### config.mk
export PLATFORM = sky130hd
export DESIGN_NAME = keyboard_scancode_translator_flat
export DESIGN_NICKNAME = d
export VERILOG_FILES = /design/src/kst_pkg.sv /design/src/kst_intf.sv /design/src/keyboard_scancode_translator.sv /design/src/kst_xlate.sv /design/src/kst_out_reg.sv /design/src/flat_wrapper.sv
export SDC_FILE = /design/constraint.sdc
export NUM_CORES = 1
export LEC_CHECK = 0
export ABC_AREA = 1
export BUFFER_PORTS_ARGS = -buffer_cell sky130_fd_sc_hd__buf_2
export CORE_MARGIN = 4
export CORE_UTILIZATION = 55
export CTS_BUF_LIST = sky130_fd_sc_hd__clkbuf_8
export DETAILED_ROUTE_END_ITERATION = 6
export MAX_ROUTING_LAYER = met4
export PLACE_DENSITY = 0.76
export SLEW_MARGIN = 20
export SYNTH_ARGS = -nofsm -noshare
export SYNTH_HDL_FRONTEND = slang
export SYNTH_SLANG_ARGS = --single-unit
### constraint.sdc
create_clock -name clk -period 10.9 [get_ports clk]
set_input_delay 0.545 -clock clk [delete_from_list [all_inputs] [get_ports clk]]
set_output_delay 0.545 -clock clk [all_outputs]
set_load 0.03 [all_outputs]
### src/kst_pkg.sv
// ----------------------------------------------------------------------------
// kst_pkg
// Shared types, constants and the fixed keymap for the scancode translator.
// ----------------------------------------------------------------------------
`default_nettype none

package kst_pkg;

  localparam int KEYMAP_ROWS    = 96;
  localparam int KEY_CODE_COUNT = 128;
  localparam int ROW_W          = 7;
  localparam int CODE_W         = 7;
  localparam int BYTE_W         = 8;
  localparam int MAP_IDX_W      = $clog2(KEY_CODE_COUNT);

  localparam logic [BYTE_W-1:0] FN_ROW_MARK = 8'h80;

  typedef struct packed {
    logic [BYTE_W-1:0] norm;
    logic [CODE_W-1:0] func;
    logic [CODE_W-1:0] keypad;
  } keymap_row_t;

  typedef struct packed {
    logic              valid;
    logic [CODE_W-1:0] key_code;
    logic              key_pressed;
  } kst_result_t;

  function automatic keymap_row_t kst_keymap(input logic [ROW_W-1:0] row);
    keymap_row_t e;
    case (row)
      7'd0:    e = keymap_row_t'{8'd2,   7'd59,  7'd0};
      7'd1:    e = keymap_row_t'{8'd3,   7'd60,  7'd0};
      7'd2:    e = keymap_row_t'{8'd4,   7'd61,  7'd0};
      7'd3:    e = keymap_row_t'{8'd44,  7'd0,   7'd0};
      7'd4:    e = keymap_row_t'{8'd5,   7'd62,  7'd0};
      7'd5:    e = keymap_row_t'{8'd6,   7'd63,  7'd0};
      7'd6:    e = keymap_row_t'{8'd7,   7'd64,  7'd0};
      7'd7:    e = keymap_row_t'{8'd8,   7'd65,  7'd0};
      7'd8:    e = keymap_row_t'{FN_ROW_MARK, 7'd0, 7'd0};
      7'd9:    e = keymap_row_t'{8'd16,  7'd0,   7'd0};
      7'd10:   e = keymap_row_t'{8'd17,  7'd0,   7'd0};
      7'd11:   e = keymap_row_t'{8'd18,  7'd0,   7'd0};
      7'd12:   e = keymap_row_t'{8'd19,  7'd0,   7'd0};
      7'd13:   e = keymap_row_t'{8'd20,  7'd0,   7'd0};
      7'd14:   e = keymap_row_t'{8'd21,  7'd0,   7'd0};
      7'd15:   e = keymap_row_t'{8'd41,  7'd0,   7'd0};
      7'd16:   e = keymap_row_t'{8'd45,  7'd0,   7'd0};
      7'd17:   e = keymap_row_t'{8'd30,  7'd0,   7'd0};
      7'd18:   e = keymap_row_t'{8'd31,  7'd0,   7'd0};
      7'd19:   e = keymap_row_t'{8'd32,  7'd0,   7'd0};
      7'd20:   e = keymap_row_t'{8'd33,  7'd0,   7'd0};
      7'd21:   e = keymap_row_t'{8'd34,  7'd0,   7'd0};
      7'd22:   e = keymap_row_t'{8'd35,  7'd0,   7'd0};
      7'd23:   e = keymap_row_t'{8'd57,  7'd0,   7'd0};
      7'd24:   e = keymap_row_t'{8'd58,  7'd69,  7'd0};
      7'd25:   e = keymap_row_t'{8'd15,  7'd0,   7'd0};
      7'd26:   e = keymap_row_t'{8'd29,  7'd0,   7'd0};
      7'd35:   e = keymap_row_t'{8'd56,  7'd0,   7'd0};
      7'd44:   e = keymap_row_t'{8'd46,  7'd0,   7'd0};
      7'd45:   e = keymap_row_t'{8'd47,  7'd0,   7'd0};
      7'd46:   e = keymap_row_t'{8'd48,  7'd0,   7'd0};
      7'd47:   e = keymap_row_t'{8'd49,  7'd0,   7'd0};
      7'd48:   e = keymap_row_t'{8'd12,  7'd0,   7'd0};
      7'd49:   e = keymap_row_t'{8'd13,  7'd0,   7'd0};
      7'd50:   e = keymap_row_t'{8'd14,  7'd0,   7'd0};
      7'd51:   e = keymap_row_t'{8'd102, 7'd0,   7'd0};
      7'd52:   e = keymap_row_t'{8'd9,   7'd66,  7'd72};
      7'd53:   e = keymap_row_t'{8'd10,  7'd67,  7'd73};
      7'd54:   e = keymap_row_t'{8'd11,  7'd68,  7'd98};
      7'd55:   e = keymap_row_t'{8'd1,   7'd0,   7'd0};
      7'd56:   e = keymap_row_t'{8'd26,  7'd0,   7'd0};
      7'd57:   e = keymap_row_t'{8'd27,  7'd0,   7'd0};
      7'd58:   e = keymap_row_t'{8'd43,  7'd0,   7'd0};
      7'd59:   e = keymap_row_t'{8'd107, 7'd0,   7'd0};
      7'd60:   e = keymap_row_t'{8'd22,  7'd0,   7'd75};
      7'd61:   e = keymap_row_t'{8'd23,  7'd0,   7'd76};
      7'd62:   e = keymap_row_t'{8'd24,  7'd0,   7'd77};
      7'd63:   e = keymap_row_t'{8'd25,  7'd0,   7'd55};
      7'd64:   e = keymap_row_t'{8'd40,  7'd0,   7'd0};
      7'd65:   e = keymap_row_t'{8'd28,  7'd0,   7'd0};
      7'd66:   e = keymap_row_t'{8'd104, 7'd0,   7'd0};
      7'd68:   e = keymap_row_t'{8'd36,  7'd0,   7'd79};
      7'd69:   e = keymap_row_t'{8'd37,  7'd0,   7'd80};
      7'd70:   e = keymap_row_t'{8'd38,  7'd0,   7'd81};
      7'd71:   e = keymap_row_t'{8'd39,  7'd0,   7'd74};
      7'd72:   e = keymap_row_t'{8'd53,  7'd0,   7'd78};
      7'd73:   e = keymap_row_t'{8'd103, 7'd104, 7'd0};
      7'd74:   e = keymap_row_t'{8'd109, 7'd0,   7'd0};
      7'd76:   e = keymap_row_t'{8'd50,  7'd0,   7'd82};
      7'd77:   e = keymap_row_t'{8'd51,  7'd0,   7'd121};
      7'd78:   e = keymap_row_t'{8'd52,  7'd0,   7'd83};
      7'd79:   e = keymap_row_t'{8'd110, 7'd0,   7'd0};
      7'd80:   e = keymap_row_t'{8'd111, 7'd0,   7'd0};
      7'd81:   e = keymap_row_t'{8'd105, 7'd102, 7'd0};
      7'd82:   e = keymap_row_t'{8'd108, 7'd109, 7'd0};
      7'd83:   e = keymap_row_t'{8'd106, 7'd107, 7'd0};
      7'd88:   e = keymap_row_t'{8'd42,  7'd0,   7'd0};
      7'd89:   e = keymap_row_t'{8'd54,  7'd0,   7'd0};
      default: e = keymap_row_t'{8'd0,   7'd0,   7'd0};
    endcase
    return e;
  endfunction

endpackage

`default_nettype wire

### src/kst_intf.sv
// ----------------------------------------------------------------------------
// kst_intf
// Valid/ready channels for scancodes, key events and the numlock register.
// ----------------------------------------------------------------------------
`default_nettype none

interface kst_rx_if import kst_pkg::*; ();
  logic              valid;
  logic              ready;
  logic [BYTE_W-1:0] rx_byte;
  logic              parity_error;
  logic              framing_error;

  modport source (output valid, rx_byte, parity_error, framing_error, input ready);
  modport sink   (input valid, rx_byte, parity_error, framing_error, output ready);
endinterface

interface kst_evt_if import kst_pkg::*; ();
  logic              valid;
  logic              ready;
  logic [CODE_W-1:0] key_code;
  logic              key_pressed;

  modport source (output valid, key_code, key_pressed, input ready);
  modport sink   (input valid, key_code, key_pressed, output ready);
endinterface

interface kst_cfg_if ();
  logic valid;
  logic ready;
  logic numlock_on;

  modport source (output valid, numlock_on, input ready);
  modport sink   (input valid, numlock_on, output ready);
endinterface

`default_nettype wire

### src/keyboard_scancode_translator.sv
// ----------------------------------------------------------------------------
// keyboard_scancode_translator
// Turns serial keyboard scancodes into key press and release events.
// ----------------------------------------------------------------------------
//   Channel  Direction  Payload
//   rx       in         rx_byte[7:0], parity_error, framing_error
//   evt      out        key_code[6:0], key_pressed
//   cfg      in         numlock_on
//
// One scancode is accepted per cycle unless the event output stalls; its event
// passes one input register and one result register before it is offered.
// Reset clears the held-function flag, the pressed-key map and numlock_on.
// A stalled event output stalls the input only when the waiting scancode
// would itself produce an event; dropped scancodes keep flowing.
// ----------------------------------------------------------------------------
`default_nettype none

module keyboard_scancode_translator import kst_pkg::*; (
  input  wire logic clk,
  input  wire logic rst,
  kst_rx_if.sink    rx,
  kst_evt_if.source evt,
  kst_cfg_if.sink   cfg
);

  logic        numlock_on;
  logic        res_free;
  kst_result_t res;

  assign cfg.ready = 1'b1;

  always_ff @(posedge clk) begin
    if (rst) begin
      numlock_on <= 1'b0;
    end else if (cfg.valid && cfg.ready) begin
      numlock_on <= cfg.numlock_on;
    end
  end

  kst_xlate u_xlate (
    .clk      (clk),
    .rst      (rst),
    .in_valid (rx.valid),
    .in_ready (rx.ready),
    .in_byte  (rx.rx_byte),
    .in_error (rx.parity_error | rx.framing_error),
    .numlock  (numlock_on),
    .res_free (res_free),
    .res      (res)
  );

  kst_out_reg u_out_reg (
    .clk      (clk),
    .rst      (rst),
    .res      (res),
    .res_free (res_free),
    .evt      (evt)
  );

endmodule

`default_nettype wire

### src/kst_xlate.sv
// ----------------------------------------------------------------------------
// kst_xlate
// Input register, keymap lookup, function/pressed state and event decision.
// ----------------------------------------------------------------------------
`default_nettype none

module kst_xlate import kst_pkg::*; (
  input  wire logic              clk,
  input  wire logic              rst,
  input  wire logic              in_valid,
  output logic                   in_ready,
  input  wire logic [BYTE_W-1:0] in_byte,
  input  wire logic              in_error,
  input  wire logic              numlock,
  input  wire logic              res_free,
  output kst_result_t            res
);

  logic                     stg_valid;
  logic [BYTE_W-1:0]        stg_byte;
  logic                     stg_error;
  logic                     function_held;
  logic [KEY_CODE_COUNT-1:0] pressed_map;

  logic [ROW_W-1:0]     row;
  logic                 down;
  logic                 in_range;
  keymap_row_t          entry;
  logic                 is_fn;
  logic [BYTE_W-1:0]    code;
  logic [MAP_IDX_W-1:0] idx;
  logic                 usable;
  logic                 emit;
  logic                 advance;

  always_comb begin
    row      = stg_byte[ROW_W-1:0];
    down     = ~stg_byte[BYTE_W-1];
    in_range = ({1'b0, row} < (ROW_W+1)'(KEYMAP_ROWS));
    entry    = kst_keymap(row);
    is_fn    = (entry.norm == FN_ROW_MARK);
    code     = entry.norm;
    if (numlock && (entry.keypad != '0)) begin
      code = {1'b0, entry.keypad};
    end
    if (function_held && (entry.func != '0)) begin
      code = {1'b0, entry.func};
    end
    idx     = code[MAP_IDX_W-1:0];
    usable  = stg_valid && !stg_error && in_range;
    emit    = usable && !is_fn && (code != '0) &&
              ({1'b0, code} < (BYTE_W+1)'(KEY_CODE_COUNT)) &&
              (pressed_map[idx] != down);
    advance = stg_valid && (!emit || res_free);
    in_ready = !stg_valid || advance;
  end

  always_ff @(posedge clk) begin
    if (rst) begin
      stg_valid     <= 1'b0;
      function_held <= 1'b0;
      pressed_map   <= '0;
    end else begin
      if (in_valid && in_ready) begin
        stg_valid <= 1'b1;
      end else if (advance) begin
        stg_valid <= 1'b0;
      end
      if (advance && usable && is_fn) begin
        function_held <= down;
      end
      if (advance && emit) begin
        pressed_map[idx] <= down;
      end
    end
  end

  always_ff @(posedge clk) begin
    if (in_valid && in_ready) begin
      stg_byte  <= in_byte;
      stg_error <= in_error;
    end
  end

  always_comb begin
    res.valid       = emit && advance;
    res.key_code    = code[CODE_W-1:0];
    res.key_pressed = down;
  end

endmodule

`default_nettype wire

### src/kst_out_reg.sv
// ----------------------------------------------------------------------------
// kst_out_reg
// Result register that holds one key event until the sink takes it.
// ----------------------------------------------------------------------------
`default_nettype none

module kst_out_reg import kst_pkg::*; (
  input  wire logic  clk,
  input  wire logic  rst,
  input  kst_result_t res,
  output logic       res_free,
  kst_evt_if.source  evt
);

  logic              valid;
  logic [CODE_W-1:0] key_code;
  logic              key_pressed;

  assign res_free = !valid || evt.ready;

  always_ff @(posedge clk) begin
    if (rst) begin
      valid <= 1'b0;
    end else if (res_free) begin
      valid <= res.valid;
    end
  end

  always_ff @(posedge clk) begin
    if (res_free && res.valid) begin
      key_code    <= res.key_code;
      key_pressed <= res.key_pressed;
    end
  end

  assign evt.valid       = valid;
  assign evt.key_code    = key_code;
  assign evt.key_pressed = key_pressed;

endmodule

`default_nettype wire

### src/flat_wrapper.sv
// flat-port wrapper written by rule: the top's interface ports become plain ports
module keyboard_scancode_translator_flat import kst_pkg::*;
  (clk, rst, rx_valid, rx_rx_byte, rx_parity_error, rx_framing_error, rx_ready, evt_valid, evt_key_code, evt_key_pressed, evt_ready, cfg_valid, cfg_numlock_on, cfg_ready);
  kst_rx_if rx_i ();
  kst_evt_if evt_i ();
  kst_cfg_if cfg_i ();
  input  wire logic clk;
  input  wire logic rst;
  input wire logic [$bits(rx_i.valid)-1:0] rx_valid;
  input wire logic [$bits(rx_i.rx_byte)-1:0] rx_rx_byte;
  input wire logic [$bits(rx_i.parity_error)-1:0] rx_parity_error;
  input wire logic [$bits(rx_i.framing_error)-1:0] rx_framing_error;
  output wire logic [$bits(rx_i.ready)-1:0] rx_ready;
  output wire logic [$bits(evt_i.valid)-1:0] evt_valid;
  output wire logic [$bits(evt_i.key_code)-1:0] evt_key_code;
  output wire logic [$bits(evt_i.key_pressed)-1:0] evt_key_pressed;
  input wire logic [$bits(evt_i.ready)-1:0] evt_ready;
  input wire logic [$bits(cfg_i.valid)-1:0] cfg_valid;
  input wire logic [$bits(cfg_i.numlock_on)-1:0] cfg_numlock_on;
  output wire logic [$bits(cfg_i.ready)-1:0] cfg_ready;
  assign rx_i.valid = rx_valid;
  assign rx_i.rx_byte = rx_rx_byte;
  assign rx_i.parity_error = rx_parity_error;
  assign rx_i.framing_error = rx_framing_error;
  assign rx_ready = rx_i.ready;
  assign evt_valid = evt_i.valid;
  assign evt_key_code = evt_i.key_code;
  assign evt_key_pressed = evt_i.key_pressed;
  assign evt_i.ready = evt_ready;
  assign cfg_i.valid = cfg_valid;
  assign cfg_i.numlock_on = cfg_numlock_on;
  assign cfg_ready = cfg_i.ready;
  keyboard_scancode_translator u_core (.clk(clk), .rst(rst), .rx(rx_i), .evt(evt_i), .cfg(cfg_i));
endmodule
==> results.py <==
metrics = {
    "setup_path": {
        "r2r_cells": 23,
        "worstPathRequired_ns": 11.26,
        "reg2reg_to": "u_core.u_xlate.pressed_map[75]",
        "r2r_start": "u_core.u_xlate.entry[9]",
        "crit_path_end_kind": "register",
        "crit_type": "reg2reg",
        "cp_data_arrival_time_ns": 6.43,
        "rrSetupSlack_ns": 4.83,
        "cp_max_fo": 34,
        "start_kind": "register",
    },
    "routing": {
        "drtIter0Drc": 1178,
        "vias": 9569,
        "via_per_inst": 6.02,
        "drtPass1Iterations": 6,
        "routedWlPerCell_um": 17.8,
        "routed_wl_um": 28200,
        "drc": 0,
        "detail-route-antenna-nets": 0,
    },
    "place": {
        "numPortBuffers": 25,
        "routabilityCongestion": 0.987,
        "post-place-cells": 1557,
        "dpl.hpwl_um": 18800,
        "pre_cts_ws_ns": 4.99,
    },
    "grt": {
        "antenna_found_initial": 0,
        "grt_overflow": 0,
        "grt_pass1_vias": 8524,
        "grt_max_degree": 70,
        "grt_pass1_wl_um": 45900,
        "grt_usage_pct": 28.9,
    },
    "clocking": {
        "cts_hold_buf": 0,
        "clockBufferDepth": 2,
        "cts.sinks": 171,
        "cts_buffers": 17,
        "clock_latency_ns": 0.47,
        "htreeDepth": 4,
        "clock-root-buffer": "clkbuf_8",
        "cts_setup_buffers": 0,
        "cts_tree": "built",
        "post_cts_resized": 0,
        "clk_pin_slew_ns": 0.10,
    },
    "floorplan": {
        "die-area_um2": 20200,
        "die_h_um": 142,
        "std_cell_rows": 48,
        "die_w_um": 142,
        "initial_utilization_pct": 56.6,
        "core_um2": 17500,
        "top_level_ports": 27,
    },
    "timing": {
        "whs_ns": 0.248,
        "setup_viol": 0,
        "fin_crit_ns": 6.07,
        "finalMaxSlewViolations": 0,
        "post-route-period-util_pct": 55.6,
        "fmax_ghz": 0.165,
        "finalHoldViolCount": 0,
        "maxSlewHeadroom_pct": 34.4,
        "fin_tns_setup_ns": 0,
        "rsz0062_at_grt": "no",
        "fin_ws_ns": 4.83,
        "worst_pin_slew_ns": 0.983,
        "clock_skew_ns": 0.0210,
    },
    "synthesis": {
        "ys_seq_area_share_pct": 36.3,
        "synth_nets": 1413,
        "syn_avg_cell_area_um2": 7.16,
        "synth_edf_count": 17,
        "ys_types": 48,
        "synth_cells": 1383,
        "ys_warn_count": 0,
        "yosys_register_bits": 171,
        "async_reset_ff_share_pct": 0,
        "synth_flop_cell": "dfxtp_1",
        "synth_area_um2": 9900,
    },
    "worst_hold_path": {
        "hold_path_class": "in2reg",
        "min_to": "u_core.u_xlate.stg_byte[7]",
        "hold_depth": 1,
        "min_from": "rx_rx_byte[7]",
    },
    "status": {
        "status": "complete, no violations",
    },
    "final_layout": {
        "antenna_cells": 0,
        "drive_above_1_share_pct": 11.4,
        "final_cell_mix": "nand2_1, dfxtp_1, a21oi_1, inv_1, nand3_1",
        "syn2layout_area_growth_pct": 4.37,
        "nets": 1382,
        "layout_commonest_cell": "nand2_1",
        "layout.cells.non_filler": 1590,
    },
    "pwr": {
        "p_leak_nw": 4.12,
        "p_total_mw": 1.55,
        "power.density_nw_per_um2": 150,
        "ir_worst_vdd_mv": 0.0879,
    },
    "job": {
        "max_cap_violations": 0,
    },
}
per-layer routing:
metal | track usage (%) | share of wire, % | vias up | wire (um)
met1 | 41.1 | 45 | 4350 | 12800
met3 | 4.94 | 8.3 | 63 | 2360
li1 | - | - | 4665 | -
met4 | 8.08 | 2.1 | 0 | 588
met2 | 42.4 | 44 | 491 | 12500
met5 | - | 0 | - | 0
worst max path at each step:
stage                                            endpoint  cells past startpoint  slack (ns)                      from
after floorplan                  u_core.u_xlate.entry[18]                     30        7.26   u_core.u_xlate.entry[1]
after global placement     u_core.u_xlate.pressed_map[51]                     25        5.14  u_core.u_xlate.entry[11]
after detailed placement   u_core.u_xlate.pressed_map[83]                     23        4.99   u_core.u_xlate.entry[9]
after CTS                  u_core.u_xlate.pressed_map[75]                     23        4.96   u_core.u_xlate.entry[9]
after global routing      u_core.u_xlate.pressed_map[123]                     25        4.21   u_core.u_xlate.entry[7]
final                      u_core.u_xlate.pressed_map[75]                     23        4.83   u_core.u_xlate.entry[9]
cell usage after synthesis (13+ instances only):
master	instances	area share, %
a21oi_1	135	6.8
a311oi_1	106	9.4
buf_2	23	1.2
clkbuf_1	46	1.7
dfxtp_1	154	31
edfxtp_1	17	5.2
ha_1	14	1.8
inv_1	120	4.6
inv_2	14	0.53
nand2_1	387	15
nand2_2	13	0.82
nand3_1	115	5.8
nor2_1	72	2.7
nor2_2	13	0.82
nor3_4	13	2.1
o21ai_0	25	1.3
o21ai_1	13	0.66
metrics by stage:
stage | area [um^2] | util [%]
4_1_cts | 10300 | 59.0
5_1_grt | 10300 | 59.1
3_5_place_dp | 9940 | 56.9
6_report | 10300 | 59.1
2_1_floorplan | 9900 | -
3_3_place_gp | 9940 | 56.9
cell type report:
cell class	instances	area, um^2
Inverter	135	507
Fill cell	1647	7150
Sequential cell	171	3590
Clock inverter	15	138
Tap cell	225	282
Timing Repair Buffer	36	218
Clock buffer	17	234
Multi-Input combinational cell	991	5360
cell families after synthesis:
logic type,Yosys count,share of synthesized area (%)
and+or+nand+nor,664,31.1
AOI/OAI and AO/OA,312,21.1
buffers and inverters,221,9.70
DFF,171,36.3
adders and majority gates,14,1.77
other,1,0.0379
worst max-delay path, cell delays in order (launching register included):
cell and delay (ns):
dfxtp_1 0.33, nor2_1 0.11, nand2_1 0.12, o21ai_4 0.40
nand3_2 0.39, nand2_2 0.66, buf_4 0.46, nand2_1 0.11
nand3_1 0.10, nand2_1 0.05, o21ai_1 0.17, nand2_1 0.08
nor2_1 0.08, nor2_1 0.05, nor2_2 0.14, nand2_1 0.06
nand2_1 0.10, and3_1 0.22, nand3_4 0.40, inv_1 0.69
nand2_1 0.10, inv_1 0.74, a21oi_1 0.14, a311oi_1 0.25
flip-flops by register name, summed over array words and instances, names as in the netlist:
| signal | cells |
|---|---|
| u_core.u_xlate.stg_byte | 8 |
| u_core.u_out_reg.evt.valid | 1 |
| u_core.u_xlate.stg_error | 1 |
| u_core.u_xlate.function_held | 1 |
| u_core.u_xlate.entry | 22 |
| u_core.u_out_reg.evt.key_pressed | 1 |
| u_core.u_out_reg.evt.key_code | 7 |
| u_core.numlock_on | 1 |
| u_core.u_xlate.stg_valid | 1 |
| u_core.u_xlate.pressed_map | 128 |
power by group:
| part | total [mW] | switching (mW) | internal (mW) |
|---|---|---|---|
| Sequential | 0.657 | 0.00850 | 0.649 |
| Combinational | 0.463 | 0.351 | 0.112 |
| Clock | 0.430 | 0.247 | 0.183 |
(Power assumes the default switching activity.)
